## src/assert_macros.svh

```systemverilog
// Assertion helpers shared by the RTL.
`ifndef ASSERT_MACROS_SVH
`define ASSERT_MACROS_SVH

// Same-cycle implication, disabled while reset is active.
`define ASSERT_IMP(lbl, clk, rst_n, ante, cons) \
    lbl: assert property (@(posedge clk) disable iff (!(rst_n)) (ante) |-> (cons)) \
        else $error("implication check failed");

// Next-cycle implication, disabled while reset is active.
`define ASSERT_NEXT(lbl, clk, rst_n, ante, cons) \
    lbl: assert property (@(posedge clk) disable iff (!(rst_n)) (ante) |=> (cons)) \
        else $error("next-cycle check failed");

`endif

```

## src/abs_pkg.sv

```systemverilog
package abs_pkg;

    // Geometry limits
    localparam int SRC_MAX_W   = 256;
    localparam int SRC_MAX_H   = 256;
    localparam int DST_MAX     = 4096;

    // Source store
    localparam int ADDR_W      = 16;
    localparam int STORE_DEPTH = 1 << ADDR_W;
    localparam int PIX_W       = 32;

    // Field widths
    localparam int COEF_W      = 24;
    localparam int OFS_W       = 13;
    localparam int DIM_W       = 9;
    localparam int CRD_W       = 12;
    localparam int XY_W        = CRD_W + 2;
    localparam int PROD_W      = XY_W + COEF_W;
    localparam int UV_W        = PROD_W + 1;
    localparam int FRAC_W      = 16;
    localparam int WT_W        = FRAC_W + 1;
    localparam int IX_W        = $clog2(SRC_MAX_W);
    localparam int IY_W        = $clog2(SRC_MAX_H);
    localparam int BASE_W      = DIM_W + IY_W;
    localparam int DST_CMP_W   = 17;

    // Channel layout of an ARGB word
    localparam int ALPHA_BYTE  = 3;
    localparam int BYTE_BITS   = 8;
    localparam int NCOL        = 3;
    localparam int NTAP        = 4;

    // Blend and divide
    localparam int L_W         = WT_W + BYTE_BITS;
    localparam int S_W         = 32;
    localparam int DIV_STAGES  = BYTE_BITS;

    // Configuration port
    localparam int CFG_IDX_W   = 4;
    localparam int CFG_DATA_W  = COEF_W;

    localparam logic FUNC_WRITE  = 1'b0;
    localparam logic FUNC_SAMPLE = 1'b1;

    typedef enum logic [CFG_IDX_W-1:0] {
        CFG_COEF_A     = 4'd0,
        CFG_COEF_B     = 4'd1,
        CFG_COEF_C     = 4'd2,
        CFG_COEF_D     = 4'd3,
        CFG_OFFSET_X   = 4'd4,
        CFG_OFFSET_Y   = 4'd5,
        CFG_SRC_WIDTH  = 4'd6,
        CFG_SRC_HEIGHT = 4'd7
    } t_cfg_idx;

    typedef struct packed {
        logic              func;
        logic [ADDR_W-1:0] pixel_addr;
        logic [PIX_W-1:0]  pixel_value;
        logic [CRD_W-1:0]  dst_x;
        logic [CRD_W-1:0]  dst_y;
    } t_in_item;

    typedef struct packed {
        logic [PIX_W-1:0] result_pixel;
        logic             inside_res;
    } t_out_item;

    typedef struct packed {
        logic [COEF_W-1:0] coef_a;
        logic [COEF_W-1:0] coef_b;
        logic [COEF_W-1:0] coef_c;
        logic [COEF_W-1:0] coef_d;
        logic [OFS_W-1:0]  offset_x;
        logic [OFS_W-1:0]  offset_y;
        logic [DIM_W-1:0]  src_width;
        logic [DIM_W-1:0]  src_height;
    } t_cfg;

    // Item leaving the address stage, lined up with the store access
    typedef struct packed {
        logic                         valid;
        logic                         func;
        logic [ADDR_W-1:0]            pixel_addr;
        logic [PIX_W-1:0]             pixel_value;
        logic                         ins;
        logic [NTAP-1:0][ADDR_W-1:0]  addr;
        logic [NTAP-1:0][WT_W-1:0]    wt;
    } t_s5;

    // Weighted sums handed to the divider
    typedef struct packed {
        logic                     valid;
        logic                     ins;
        logic [L_W-1:0]           l;
        logic [NCOL-1:0][S_W-1:0] s;
    } t_blend;

    // Divider result
    typedef struct packed {
        logic                           valid;
        logic                           ins;
        logic [L_W-1:0]                 l;
        logic [NCOL-1:0][BYTE_BITS-1:0] q;
    } t_div;

endpackage

```

## src/abs_div.sv

```systemverilog
module abs_div import abs_pkg::*; (
    input  logic   i_clk,
    input  logic   i_rst_n,
    input  logic   i_en,
    input  t_blend i_b,
    output t_div   o_d
);

    logic                               r_v   [DIV_STAGES];
    logic                               r_ins [DIV_STAGES];
    logic [L_W-1:0]                     r_l   [DIV_STAGES];
    logic [NCOL-1:0][S_W-1:0]           r_rem [DIV_STAGES];
    logic [NCOL-1:0][BYTE_BITS-1:0]     r_q   [DIV_STAGES];

    // One quotient bit per stage, most significant first.
    for (genvar j = 0; j < DIV_STAGES; j++) begin : g_st
        localparam int SH = DIV_STAGES - 1 - j;
        logic                           v_in, ins_in;
        logic [L_W-1:0]                 l_in;
        logic [NCOL-1:0][S_W-1:0]       rem_in, n_rem;
        logic [NCOL-1:0][BYTE_BITS-1:0] q_in, n_q;
        logic [S_W-1:0]                 dvs;

        if (j == 0) begin : g_first
            assign v_in   = i_b.valid;
            assign ins_in = i_b.ins;
            assign l_in   = i_b.l;
            assign rem_in = i_b.s;
            assign q_in   = '0;
        end else begin : g_next
            assign v_in   = r_v[j-1];
            assign ins_in = r_ins[j-1];
            assign l_in   = r_l[j-1];
            assign rem_in = r_rem[j-1];
            assign q_in   = r_q[j-1];
        end

        assign dvs = S_W'(l_in) << SH;

        always_comb begin
            n_rem = rem_in;
            n_q   = q_in;
            for (int c = 0; c < NCOL; c++) begin
                if (rem_in[c] >= dvs) begin
                    n_rem[c]     = rem_in[c] - dvs;
                    n_q[c][SH]   = 1'b1;
                end
            end
        end

        always_ff @(posedge i_clk) begin
            if (!i_rst_n) begin
                r_v[j] <= 1'b0;
            end else if (i_en) begin
                r_v[j] <= v_in;
            end
        end

        always_ff @(posedge i_clk) begin
            if (i_en) begin
                r_ins[j] <= ins_in;
                r_l[j]   <= l_in;
                r_rem[j] <= n_rem;
                r_q[j]   <= n_q;
            end
        end
    end

    assign o_d.valid  = r_v[DIV_STAGES-1];
    assign o_d.ins    = r_ins[DIV_STAGES-1];
    assign o_d.l      = r_l[DIV_STAGES-1];
    assign o_d.q      = r_q[DIV_STAGES-1];

endmodule

```

## config.mk

```make
export PLATFORM = sky130hd
export DESIGN_NAME = abs_div
export DESIGN_NICKNAME = d
export VERILOG_FILES = /design/src/assert_macros.svh /design/src/abs_pkg.sv /design/src/abs_div.sv
export SDC_FILE = /design/constraint.sdc
export NUM_CORES = 2
export LEC_CHECK = 0
export CAP_MARGIN = 20
export CORE_ASPECT_RATIO = 0.7
export CORE_UTILIZATION = 30
export CTS_CLUSTER_DIAMETER = 40
export DETAILED_ROUTE_END_ITERATION = 7
export DONT_BUFFER_PORTS = 1
export HOLD_SLACK_MARGIN = 0.05
export PLACE_DENSITY = 0.53
export SYNTH_ARGS = -nofsm -noshare
export SYNTH_HDL_FRONTEND = slang
export SYNTH_SLANG_ARGS = --single-unit
```

## constraint.sdc

```tcl
create_clock -name i_clk -period 6.6 [get_ports i_clk]
set_clock_uncertainty 0.2 [all_clocks]
set_input_delay 0.33 -clock i_clk [delete_from_list [all_inputs] [get_ports i_clk]]
set_output_delay 0.33 -clock i_clk [all_outputs]
set_load 0.05 [all_outputs]
```

==> results_dict.tcl <==
set metrics [dict create \
    cts_buffers 162 \
    vias_per_cell 5.38 \
    grt_max_degree 258 \
    hold_buffers 201 \
    worstHoldStart "i_b[49]" \
    grtUsageMet1_pct 32.3 \
    ys_ff_latch 996 \
    clock_path_buffers 4 \
    worstSetupEndpointType "register" \
    gp_congestion 0.951 \
    worstPathRequired_ps 6940 \
    yosysWarnings 0 \
    worstSetupPathDepth 14 \
    path_clk_slew_ps 60 \
    cp_common_cell "dlygate4sd3_1" \
    areaGrowthSynthToFinish_pct 16.6 \
    path_max_fanout 5 \
    fin_tns_setup_ps 0 \
    critPathMaxStageDelay_ps 1120 \
    power.leakage_nw 30.6 \
    dr.first_iter.drc_count 5967 \
    fin_crit_sh_pct 81.2 \
    drv_cap 0 \
    finalPower_mw 35.0 \
    synth_area_leaders "edfxtp_1 45%, ha_1 11%, a21oi_1 4.7%" \
    insertion_delay_ps 840 \
    globalRouteOverflowTotal 0 \
    synth.most_common_cell "edfxtp_1" \
    cts_max_level 4 \
    netlist_area_mm2 0.0657 \
    power.density_mw_per_mm2 457 \
    fin_util_pct 35.2 \
    synth-edff-count 995 \
    worst_pin_slew_ps 1380 \
    worstReg2RegStart "r_rem[0][6]" \
    finalNetCount 7353 \
    grt.busiest_layer "met1" \
    postSynthAreaPerCell_um2 10.3 \
    ant_nets 0 \
    max_freq_mhz 187 \
    first_pass_iters 5 \
    yosys.area.top_type "edfxtp_1" \
    ff2ff_path_depth 13 \
    crit_type "primary input to register" \
    track_usage_pct 19.7 \
    cts_tree "built" \
    worst_ir_drop_vdd_mv 0.223 \
    ys_seq_area_share_pct 45.5 \
    met2_usage_pct 26.0 \
    hold_violations 0 \
    synth_top_area_share_pct 45.5 \
    drcViolationCount 0 \
    cts_sinks 996 \
    worstHoldPathType "primary input to register" \
    post-cts-setup-buffers 0 \
    postSynthCellCount 6362 \
    timing.slew.headroom_pct 7.71 \
    worstPathArrival_ps 5700 \
    ctsResizeCount 0 \
    cp_num_buf_inv 4 \
    synthTopCellsByCount "995 x edfxtp_1, 621 x a21oi_1, 600 x ha_1" \
    holdWs_ps 99.9 \
    grt.met3_usage_pct 3.67 \
    cp_cell_sequence "dlygate4sd3_1 > dlygate4sd3_1 > inv_1 > ha_1 > o21ai_0 > a21boi_0 > o21ai_1 > a21oi_1 > o41ai_1 > o211ai_1 > a31oi_1 > xor2_1 > o21ai_0 > dlygate4sd3_1" \
    timing.rr.end "r_rem[1][12]" \
    num_vias 51800 \
    die_area_mm2 0.221 \
    rsz0062_at_grt "false" \
    drive_gt1_share_pct 7.40 \
    setup_viol 0 \
    synth_flop_cell "edfxtp_1" \
    io_buffers 0 \
    crit_slowest_cell "o41ai_1" \
    hold_path_depth 2 \
    synthDistinctLibCells 108 \
    die_h_um 394 \
    pin_count 177 \
    cts_root_buffer "clkbuf_16" \
    initial_core_util_pct 30.2 \
    core-area_mm2 0.217 \
    rows 143 \
    drt_wl_total_um 222000 \
    grt_pass1_wl_um 329000 \
    antenna_found_initial 7 \
    syn_nets 7109 \
    status "completed" \
    die_w_um 561 \
    place_hpwl_um 178000 \
    routedWlPerCell_um 23.0 \
    start_kind "primary input" \
    grt_pass1_vias 48500 \
    crit_family "compound AO/OA/AOI/OAI gates" \
    drv_slew 0 \
    r2r_slack_ps 1590 \
    ys_async_sr_fraction_pct 0 \
    min_to "r_rem[0][49]" \
    period_minus_slack_ps 5360 \
]
metrics by stage:
step | worst slack (ps) | instances | area [µm²]
3_3_place_gp | 1090 | 9138 | 69200
4_1_cts | 1610 | 9626 | 76600
5_1_grt | 1110 | 9628 | 76600
3_5_place_dp | 1840 | 9139 | 69200
2_1_floorplan | 3180 | 6362 | 65700
6_report | 1240 | 9629 | 76600
routing by layer:
layer / routed length [µm] / vias up
met3: 18500 / 228
met4: 3330 / 4
met1: 116000 / 25300
met2: 83600 / 1987
li1: - / 24300
met5: 26 / -
cell families after synthesis:
| family | synth area share, % |
|---|---|
| AOI/OAI and AO/OA | 19.2 |
| xor gates and xnor gates | 6.41 |
| adders and majority gates | 12.1 |
| buffers and inverters | 3.25 |
| DFF | 45.5 |
| muxes | 1.90 |
| and+or+nand+nor | 11.7 |
state kept, by name, summed over array words and instances, names as in the netlist:
register / count
r_rem: 672
r_l: 200
r_ins: 8
r_v: 8
r_q: 108
power by group:
part | internal (mW) | switching (mW) | total, mW
clock | 5.26 | 3.32 | 8.58
sequential | 9.64 | 1.75 | 11.4
combinational | 6.08 | 8.96 | 15.0
total | 21.0 | 14.0 | 35.0
worst max path at each step:
stage / start / end
final: i_b[98] / r_rem[0][94]
after global routing: i_b[98] / r_rem[0][21]
after detailed placement: r_l[0][0] / r_rem[1][12]
after CTS: i_b[98] / r_rem[0][21]
after global placement: r_rem[0][70] / r_rem[1][83]
after floorplan: r_rem[1][69] / r_rem[2][95]
cell usage in the layout (no fill, tap or decap), types with 96 or more instances in the layout:
cell type / instances
a21oi_1: 621
nor2_1: 453
clkbuf_16: 165
ha_1: 600
o21ai_0: 463
inv_1: 386
xnor2_1: 276
nand2_1: 506
nand3_1: 96
a21o_1: 321
xor2_1: 205
dlygate4sd3_1: 201
edfxtp_1: 995
worst reg2reg max path, delay by kind of cell, from the launching register on:
| kind | cells | cell delay (ps) |
|---|---|---|
| AO/OA/AOI/OAI | 6 | 1960 |
| AND/OR/NAND/NOR | 2 | 1010 |
| adder cells (fa/ha/maj) | 2 | 580 |
| multiplexers | 1 | 460 |
| flip-flops | 1 | 390 |
| buffers and inverters | 2 | 120 |
area by class of cell:
class                           instances  area, µm²
Tap cell                             2900       3630
Multi-Input combinational cell       4820      33800
Clock inverter                        113       1240
Antenna cell                            1       2.50
Sequential cell                       996      29900
Timing Repair Buffer                  235       2410
Inverter                              391       1470
Fill cell                           21600     141000
Clock buffer                          173       4160
No activity file was read; power rests on OpenSTA's default activity.
